`src/sv/arpc_pkg.sv`:
```
// ----------------------------------------------------------------------------
// ARP address cache package
// Shared widths, codes and defaults for the ARP address cache.
// ----------------------------------------------------------------------------
`default_nettype none

package arpc_pkg;

    localparam int ENTRIES_DEFAULT = 8;
    localparam int IP_W            = 32;
    localparam int MAC_W           = 48;
    localparam int INDEX_W         = 3;
    localparam int OUTCOME_W       = 2;

    localparam int S_TDATA_W = 80;
    localparam int S_TUSER_W = 2;
    localparam int M_TDATA_W = 56;
    localparam int M_TUSER_W = 3;

    typedef enum logic
    {
        OP_LOOKUP = 1'b0,
        OP_UPDATE = 1'b1
    } op_t;

    typedef enum logic [OUTCOME_W-1:0]
    {
        OUT_REFRESHED  = 2'd0,
        OUT_INSERTED   = 2'd1,
        OUT_NOT_FORCED = 2'd2,
        OUT_FULL       = 2'd3
    } outcome_t;

endpackage

`default_nettype wire

```
`src/sv/arp_address_cache.sv`:
```
// ----------------------------------------------------------------------------
// ARP address cache
// Associative table that maps IPv4 addresses to MAC addresses by a serial scan.
// ----------------------------------------------------------------------------
// One item is a lookup or an update. The entries are scanned one per cycle
// through a single read port of the table memory and a single IP comparator.
// The result is registered once every entry has been compared, or earlier
// when an entry matches, since the first matching entry ends the scan. The
// block is ready again in the cycle after the result is registered, so a new
// item is accepted only once the result of the previous one is registered.
// The result sits in an output register, so the next item is accepted and
// scanned while the previous result still waits; its result is then held
// back until the waiting result is taken. Entries are marked valid by
// flip-flops that reset clears at once, so no clearing pass is needed.
`default_nettype none

module arp_address_cache #(
    parameter int ENTRIES = arpc_pkg::ENTRIES_DEFAULT
) (
    input  wire logic                           clk,
    input  wire logic                           rst_n,
    input  wire logic                           s_tvalid,
    output logic                                s_tready,
    // ip_address[31:0], mac_address[79:32]
    input  wire logic [arpc_pkg::S_TDATA_W-1:0] s_tdata,
    // operation[0], force_insert[1]
    input  wire logic [arpc_pkg::S_TUSER_W-1:0] s_tuser,
    output logic                                m_tvalid,
    input  wire logic                           m_tready,
    // entry_index[2:0], mac_result[50:3], zero fill[55:51]
    output logic [arpc_pkg::M_TDATA_W-1:0]      m_tdata,
    // hit[0], update_outcome[2:1]
    output logic [arpc_pkg::M_TUSER_W-1:0]      m_tuser
);

    localparam int IDXW = $clog2(ENTRIES);
    localparam logic [IDXW-1:0] LAST = IDXW'(ENTRIES - 1);
    localparam int IPW  = arpc_pkg::IP_W;
    localparam int MACW = arpc_pkg::MAC_W;

    typedef enum logic [2:0]
    {
        ST_IDLE   = 3'b001,
        ST_SCAN   = 3'b010,
        ST_FINISH = 3'b100
    } state_t;

    state_t state_reg, state_next;

    logic [MACW-1:0] mac_mem [ENTRIES];
    logic [IPW-1:0]  ip_mem  [ENTRIES];
    logic [ENTRIES-1:0] valid_reg, valid_next;

    logic [IDXW-1:0] rd_addr_reg, rd_addr_next;
    logic [IDXW-1:0] pend_idx_reg, pend_idx_next;
    logic            rd_pend_reg, rd_pend_next;
    logic            issue_done_reg, issue_done_next;
    logic [MACW-1:0] rd_mac_reg;
    logic [IPW-1:0]  rd_ip_reg;
    logic            rd_valid_reg;

    arpc_pkg::op_t   op_reg, op_next;
    logic [IPW-1:0]  ip_reg, ip_next;
    logic [MACW-1:0] mac_reg, mac_next;
    logic            force_reg, force_next;

    logic            match_found_reg, match_found_next;
    logic [IDXW-1:0] match_idx_reg, match_idx_next;
    logic [MACW-1:0] match_mac_reg, match_mac_next;
    logic            empty_found_reg, empty_found_next;
    logic [IDXW-1:0] empty_idx_reg, empty_idx_next;

    logic                          m_tvalid_reg, m_tvalid_next;
    logic                          hit_reg, hit_next;
    logic [arpc_pkg::INDEX_W-1:0]  index_reg, index_next;
    logic [MACW-1:0]               result_reg, result_next;
    arpc_pkg::outcome_t            outcome_reg, outcome_next;

    logic            wr_en;
    logic [IDXW-1:0] wr_idx;
    logic [MACW-1:0] eff_mac;
    logic [IPW-1:0]  eff_ip;

    assign eff_mac = rd_valid_reg ? rd_mac_reg : '0;
    assign eff_ip  = rd_valid_reg ? rd_ip_reg : '0;

    always_comb
    begin
        state_next       = state_reg;
        valid_next       = valid_reg;
        rd_addr_next     = rd_addr_reg;
        pend_idx_next    = pend_idx_reg;
        rd_pend_next     = 1'b0;
        issue_done_next  = issue_done_reg;
        op_next          = op_reg;
        ip_next          = ip_reg;
        mac_next         = mac_reg;
        force_next       = force_reg;
        match_found_next = match_found_reg;
        match_idx_next   = match_idx_reg;
        match_mac_next   = match_mac_reg;
        empty_found_next = empty_found_reg;
        empty_idx_next   = empty_idx_reg;
        m_tvalid_next    = m_tvalid_reg && !m_tready;
        hit_next         = hit_reg;
        index_next       = index_reg;
        result_next      = result_reg;
        outcome_next     = outcome_reg;
        wr_en            = 1'b0;
        wr_idx           = match_idx_reg;
        s_tready         = 1'b0;

        unique case (state_reg)
            ST_IDLE:
            begin
                s_tready = 1'b1;
                if (s_tvalid)
                begin
                    op_next          = arpc_pkg::op_t'(s_tuser[0]);
                    force_next       = s_tuser[1];
                    ip_next          = s_tdata[IPW-1:0];
                    mac_next         = s_tdata[IPW+MACW-1:IPW];
                    rd_addr_next     = '0;
                    issue_done_next  = 1'b0;
                    match_found_next = 1'b0;
                    empty_found_next = 1'b0;
                    state_next       = ST_SCAN;
                end
            end
            ST_SCAN:
            begin
                if (!issue_done_reg)
                begin
                    rd_pend_next  = 1'b1;
                    pend_idx_next = rd_addr_reg;
                    if (rd_addr_reg == LAST)
                    begin
                        issue_done_next = 1'b1;
                    end
                    else
                    begin
                        rd_addr_next = rd_addr_reg + IDXW'(1);
                    end
                end
                if (rd_pend_reg)
                begin
                    if (!empty_found_reg && eff_mac == '0)
                    begin
                        empty_found_next = 1'b1;
                        empty_idx_next   = pend_idx_reg;
                    end
                    if (eff_ip == ip_reg)
                    begin
                        match_found_next = 1'b1;
                        match_idx_next   = pend_idx_reg;
                        match_mac_next   = eff_mac;
                        rd_pend_next     = 1'b0;
                        state_next       = ST_FINISH;
                    end
                    else if (pend_idx_reg == LAST)
                    begin
                        rd_pend_next = 1'b0;
                        state_next   = ST_FINISH;
                    end
                end
            end
            ST_FINISH:
            begin
                if (!m_tvalid_reg || m_tready)
                begin
                    m_tvalid_next = 1'b1;
                    hit_next      = match_found_reg;
                    index_next    = '0;
                    result_next   = '0;
                    outcome_next  = arpc_pkg::OUT_REFRESHED;
                    if (match_found_reg)
                    begin
                        index_next = arpc_pkg::INDEX_W'(match_idx_reg);
                    end
                    if (op_reg == arpc_pkg::OP_LOOKUP)
                    begin
                        if (match_found_reg)
                        begin
                            result_next = match_mac_reg;
                        end
                    end
                    else if (match_found_reg)
                    begin
                        wr_en  = 1'b1;
                        wr_idx = match_idx_reg;
                    end
                    else if (!force_reg)
                    begin
                        outcome_next = arpc_pkg::OUT_NOT_FORCED;
                    end
                    else if (!empty_found_reg)
                    begin
                        outcome_next = arpc_pkg::OUT_FULL;
                    end
                    else
                    begin
                        wr_en        = 1'b1;
                        wr_idx       = empty_idx_reg;
                        index_next   = arpc_pkg::INDEX_W'(empty_idx_reg);
                        outcome_next = arpc_pkg::OUT_INSERTED;
                    end
                    if (wr_en)
                    begin
                        valid_next[wr_idx] = 1'b1;
                    end
                    state_next = ST_IDLE;
                end
            end
            default:
            begin
                state_next = ST_IDLE;
            end
        endcase
    end

    always_ff @(posedge clk or negedge rst_n)
    begin
        if (!rst_n)
        begin
            state_reg       <= ST_IDLE;
            valid_reg       <= '0;
            rd_addr_reg     <= '0;
            rd_pend_reg     <= 1'b0;
            issue_done_reg  <= 1'b0;
            match_found_reg <= 1'b0;
            empty_found_reg <= 1'b0;
            m_tvalid_reg    <= 1'b0;
        end
        else
        begin
            state_reg       <= state_next;
            valid_reg       <= valid_next;
            rd_addr_reg     <= rd_addr_next;
            rd_pend_reg     <= rd_pend_next;
            issue_done_reg  <= issue_done_next;
            match_found_reg <= match_found_next;
            empty_found_reg <= empty_found_next;
            m_tvalid_reg    <= m_tvalid_next;
        end
    end

    always_ff @(posedge clk)
    begin
        pend_idx_reg  <= pend_idx_next;
        op_reg        <= op_next;
        ip_reg        <= ip_next;
        mac_reg       <= mac_next;
        force_reg     <= force_next;
        match_idx_reg <= match_idx_next;
        match_mac_reg <= match_mac_next;
        empty_idx_reg <= empty_idx_next;
        hit_reg       <= hit_next;
        index_reg     <= index_next;
        result_reg    <= result_next;
        outcome_reg   <= outcome_next;
    end

    // A refresh matched on IP, so writing the query IP back leaves it unchanged.
    always_ff @(posedge clk)
    begin
        if (wr_en)
        begin
            mac_mem[wr_idx] <= mac_reg;
            ip_mem[wr_idx]  <= ip_reg;
        end
        rd_mac_reg   <= mac_mem[rd_addr_reg];
        rd_ip_reg    <= ip_mem[rd_addr_reg];
        rd_valid_reg <= valid_reg[rd_addr_reg];
    end

    assign m_tvalid = m_tvalid_reg;
    assign m_tdata  = {{(arpc_pkg::M_TDATA_W - MACW - arpc_pkg::INDEX_W){1'b0}},
                       result_reg, index_reg};
    assign m_tuser  = {outcome_reg, hit_reg};

endmodule

`default_nettype wire

```
`config.mk`:
```
export PLATFORM = sky130hd
export DESIGN_NAME = arp_address_cache
export DESIGN_NICKNAME = d
export VERILOG_FILES = /design/src/sv/arpc_pkg.sv /design/src/sv/arp_address_cache.sv
export SDC_FILE = /design/constraint.sdc
export NUM_CORES = 1
export LEC_CHECK = 0
export BUFFER_PORTS_ARGS = -buffer_cell sky130_fd_sc_hd__buf_4
export CORE_MARGIN = 3
export CORE_UTILIZATION = 35
export CTS_CLUSTER_DIAMETER = 100
export DETAILED_ROUTE_END_ITERATION = 10
export GPL_TIMING_DRIVEN = 0
export SLEW_MARGIN = 5
export SYNTH_ARGS = -nofsm -noshare
export SYNTH_HDL_FRONTEND = slang
export SYNTH_SLANG_ARGS = --single-unit
```
`constraint.sdc`:
```
create_clock -name clk -period 18.85 [get_ports clk]
set_input_delay 3.77 -clock clk [delete_from_list [all_inputs] [get_ports clk]]
set_output_delay 3.77 -clock clk [all_outputs]
set_load 0.03 [all_outputs]
```
* Yosys cells after proc, flatten, opt, wreduce, memory -nomap -nowiden
Memories as Yosys holds them, arrays and structs flattened. A register that Yosys moved wholly into a read port is not among the register bits.
Index checks and enable logic that the tools add are counted.
** Word-level totals
- Register bits :: 213
- Bits in writable memories :: 640
- Input bits :: 86
- Logic and storage cells :: 129
- Memories kept :: 2
** Operators by class
- Add/subtract/negate cells :: 1
- Magnitude comparators :: 3
- Eq/ne operators :: 14
- Mux-type cells :: 59
- Bitwise logic cells :: 5
- Reduce and logical (&&, ||, !) cells :: 23
** Memories
- mac_mem :: words 8, width 48, read ports 1, clocked after Yosys merged registers in 1, write ports 1, line arp_address_cache.sv:50 : logic [MACW-1:0] mac_mem [ENTRIES];
- ip_mem :: words 8, width 32, read ports 1, clocked after Yosys merged registers in 1, write ports 1, line arp_address_cache.sv:51 : logic [IPW-1:0] ip_mem [ENTRIES];
** Operator list (count)
- 2-to-1 mux 3 bit :: 21
- zero test 48 bit :: 1
- 2-to-1 mux 48 bit :: 1
- == test 32 bit :: 1
- 2-to-1 mux 32 bit :: 1
- 2-to-1 mux 1 bit :: 27
- AND reduction 4 bit :: 4
- != test 2 bit, second input constant :: 7
- == test 3 bit, second input constant :: 3
- case mux 3 bit (3 select lines) :: 1
- AND reduction 3 bit :: 3
- < comparator 3 x 4 -> 1 bit, second input constant :: 2
- OR 8 bit :: 1
- AND reduction 2 bit :: 4
- case mux 1 bit (2 select lines) :: 3
- case mux 3 bit (2 select lines) :: 1
- 2-to-1 mux 2 bit :: 2
- NOT 1 bit :: 4
- OR reduction 2 bit :: 2
- adder 3 x 1 -> 3 bit, second input constant :: 1
- binary-select mux 1 bit (select 3 bit) :: 1
- demux 1 bit (select 3 bit) :: 1
- == test 3 x 1 -> 1 bit, second input constant :: 1
- == test 3 x 2 -> 1 bit, second input constant :: 1
- 7 further kinds :: 11

* Longest topological paths before layout
- Depth after elaboration :: 11
- Mapped depth :: 8

* Least setup slack after synthesis
OpenSTA, ideal clock, no wires.
- Path kind :: in2reg
- Start :: in m_tready
- End :: mem ip_mem[6][0] in the netlist's numbering, enable pin
- Library setup time :: 0.520 ns
- Arrival :: 9.329 ns
- Data required time :: 18.330 ns
- Slack :: 9.001 ns
- Stages :: 5
- Path buffers :: 0
- Cell sequence :: nand2b_1 and3_1 nand2_2 mux2_1 nor2_1
** On the way
- Cells in the longest elaborated chain, start to end :: 5
- Elaborated cells between the ends (all ways) :: 7
** Ends and longest elaborated chain
- start: declaration :: line arp_address_cache.sv:29 : input wire logic m_tready,
- logical OR 1 bit * :: line arp_address_cache.sv:169 : if (!m_tvalid_reg || m_tready)
- 2-to-1 mux 1 bit :: line arp_address_cache.sv:169
- 2-to-1 mux 1 bit :: line arp_address_cache.sv:113 : unique case (state_reg)
- 2-to-1 mux 1 bit :: line arp_address_cache.sv:266 : if (wr_en)
- 2-to-1 mux 1 bit (not written as such) :: line arp_address_cache.sv:269 : ip_mem[wr_idx] <= ip_reg;
- end: declaration :: line arp_address_cache.sv:51
Mark *: on every way between the ends. The rest lies on a longest branch, timed or not.

* Final worst setup path
- Start :: in m_tready
- End :: mem mac_mem[7][39] in the netlist's numbering, enable pin
** On the way
- Cells in the longest elaborated chain, start to end :: 5
- Elaborated cells between the ends (all ways) :: 7
** Ends and longest elaborated chain
- logical OR 1 bit * :: line arp_address_cache.sv:169
- 2-to-1 mux 1 bit :: line arp_address_cache.sv:169
- 2-to-1 mux 1 bit :: line arp_address_cache.sv:113
- 2-to-1 mux 1 bit :: line arp_address_cache.sv:266
- 2-to-1 mux 1 bit (not written as such) :: line arp_address_cache.sv:268 : mac_mem[wr_idx] <= mac_reg;
- end: declaration :: line arp_address_cache.sv:50
Marked as above.

==> results.cfg <==
[status]
status = completed

[global_routing]
grt_max_degree = 58
antenna_found_initial = 1
first_global_vias = 16400
grt_overflow_total = 0
grt_pass1_wl_um = 112000
grt_util_all_layers = 0.149

[route]
wl_met2_um = 36000
top_layer_used = met4
drc = 0
vias_per_cell = 4.98
dr_total_vias = 15800
routed_wl_um = 76000
wl_per_cell_um = 24.0
first_pass_iters = 5
drt-initial-drc-count = 1326
met3WireLength_um = 4320
ant_nets = 0
drt-met1-wl_um = 33900

[yosys]
synth-warning-count = 0
synth_fa_ha_area_frac = 0.000736
synth-main-ff-cell = edfxtp_1
synth_compound_area_frac = 0.0131
ys_types = 50
synth_seq_area_share = 0.797
synth-async-reset-ratio = 0.0204
netlist_instances = 1550
netlist_area_sq_um = 34000
synth_top_family_by_area = multiplexers
yosys.area_share.simple = 0.0383
syn_avg_cell_area_sq_um = 21.9
synth_mux_area_frac = 0.136
synth_edf_count = 833
yosys_register_bits = 933
synth-xor-area-share = 0.00412

[worst_hold_path]
min_from = match_found_reg$_DFFE_PN0P_
hold_class = flip-flop to flip-flop

[timing]
drv_slew = 0
fin_ws_ps = 12350
hold_violations = 0
fmax_ghz = 0.154
rsz0062_at_grt = no
min_period_ps = 6500
whs_ps = 455
finalSetupTns_ps = 0
fin_crit_sh = 0.345
finClkSkew_ps = 29.6
max_slew_margin = 0.190
setup_viol_count_final = 0
tightest_slew_ps = 1200

[worst_setup_path]
worstReg2RegStart = rd_valid_reg$_DFF_P_
path_max_fanout = 57
crit_required_ps = 19190
worst_setup_path_end_kind = flip-flop
crit_start = m_tready
worstSetupStartpointType = primary input
worst-setup-path-type = primary input to flip-flop
worstPathArrival_ps = 6840

[placement]
dpl.cell_count = 2997
post-dp-hpwl_um = 48600
postPlaceCellArea_sq_um = 37600
routabilityCongestion = 0.726
place_ws_ps = 11690
port_buffers = 141

[floorplan]
die_area_sq_um = 101000
io_pins = 147
coreArea_sq_um = 95700
dieHeight_um = 318
placement_rows = 113
start_util = 0.355
die_w_um = 318

[cells_and_area]
drive_gt1_frac = 0.324
mostFrequentLayoutCells = 833 x edfxtp_1, 162 x mux4_2, 158 x buf_4
postLayoutCellArea_sq_um = 40500
largest_register = mac_mem
multiInputGateArea_sq_um = 6620
seq_area_sq_um = 27100
nets = 1911
area_growth_pct = 19.2
reg_top3 = mac_mem (384), ip_mem (256)
largest_reg_flops = 384
final_common_cell = edfxtp_1
fin_util = 0.424
stdcell_count = 3166
n_fill_cell = 8154

[power_and_ir_drop]
power_mw = 4.95
p_leak_nw = 13.0
power_density_nw_per_um2 = 122
vdd_drop_max_v = 0.0000776

[clock_tree]
cts.sinks = 933
clockBufferDepth = 3
holdBufCountCts = 0
cts_tree = done
postCtsSetupRepairBufs = 0
clk_latency_ps = 640
numCtsBuffers = 89
htree_num_levels = 3
path_clk_slew_ps = 60
cts_resized = 0
root_buffer = clkbuf_16

[run]
maxCapViolations = 0
cell usage after synthesis, types with 2 or more instances:
master	count	area (sq um)
dfxtp_1	81	1620
dfrtp_1	18	450
edfxtp_1	833	25000
nor2b_1	5	31.3
o22ai_1	24	150
nor2_1	17	63.8
buf_4	17	128
nand4b_1	16	140
buf_1	8	30.0
buf_6	2	22.5
nor3_1	21	105
buf_2	14	70.1
o21a_1	16	120
o21bai_1	3	22.5
or2_1	2	12.5
inv_1	2	7.51
clkbuf_1	27	101
mux2i_1	3	30.0
ha_1	2	25.0
nor3b_1	2	15.0
and2_1	96	601
o21ai_0	3	15.0
nor4_1	12	75.1
or2_2	3	18.8
nand4_1	3	18.8
a22o_1	4	35.0
nand3_1	18	90.1
mux2_2	82	923
a21oi_1	4	20.0
xor2_1	16	140
nand2_1	12	45.0
nand2b_1	5	31.3
mux4_2	162	3650
worst paths after layout:
path | end | slack [ps] | depth (start not counted)
min in group asynchronous | match_found_reg$_DFFE_PN0P_ | 3010 | 1
hold reg to reg | hit_reg$_DFFE_PP_ | 450 | 0
max in group asynchronous | state_reg[0]$_DFFE_PN1P_ | 15560 | 1
setup reg to reg | match_mac_reg[33]$_DFFE_PP_ | 14900 | 9
hold / removal | hit_reg$_DFFE_PP_ | 450 | 0
setup / recovery | mac_mem[7][39]$_DFFE_PP_ | 12350 | 8
cells by family (layout without fill, tap and decap cells):
kind of cell / after synthesis / in the layout
multiplexers: 248 / 248
XOR/XNOR: 16 / 16
AND/OR/NAND/NOR: 218 / 218
flip-flops: 933 / 933
AO/OA/AOI/OAI: 62 / 62
buffers and inverters: 70 / 415
other: 1 / 7
adder cells (fa/ha/maj): 2 / 2
layer usage:
layer,track usage,up-vias
li1,-,6868
met1,0.210,8339
met2,0.236,484
met3,0.0265,91
met4,0.0478,0
met5,0,-
cell type report:
type / count / area share
Clock inverter: 36 / 0.00799
Multi-Input combinational cell: 551 / 0.163
Timing Repair Buffer: 178 / 0.0464
Antenna cell: 2 / 0.000123
Sequential cell: 933 / 0.669
Inverter: 2 / 0.000309
Clock buffer: 131 / 0.0654
Tap cell: 1265 / 0.0390
Buffer: 68 / 0.00867
worst max-delay path, stage by stage:
cell and delay (ps):
buf_4 80, nand2b_1 230, and3_4 840, nand3_1 620, nor2_4 610, buf_16 240
buf_12 190, buf_12 210
report_power, final:
part	total [mW]	switching, mW	leakage [nW]	internal (mW)
combinational	0.601	0.299	3.11	0.302
sequential	2.58	0.142	8.40	2.43
clock	1.77	0.741	1.48	1.03
total	4.95	1.18	13.0	3.77
No activity file was read; power rests on OpenSTA's default activity.
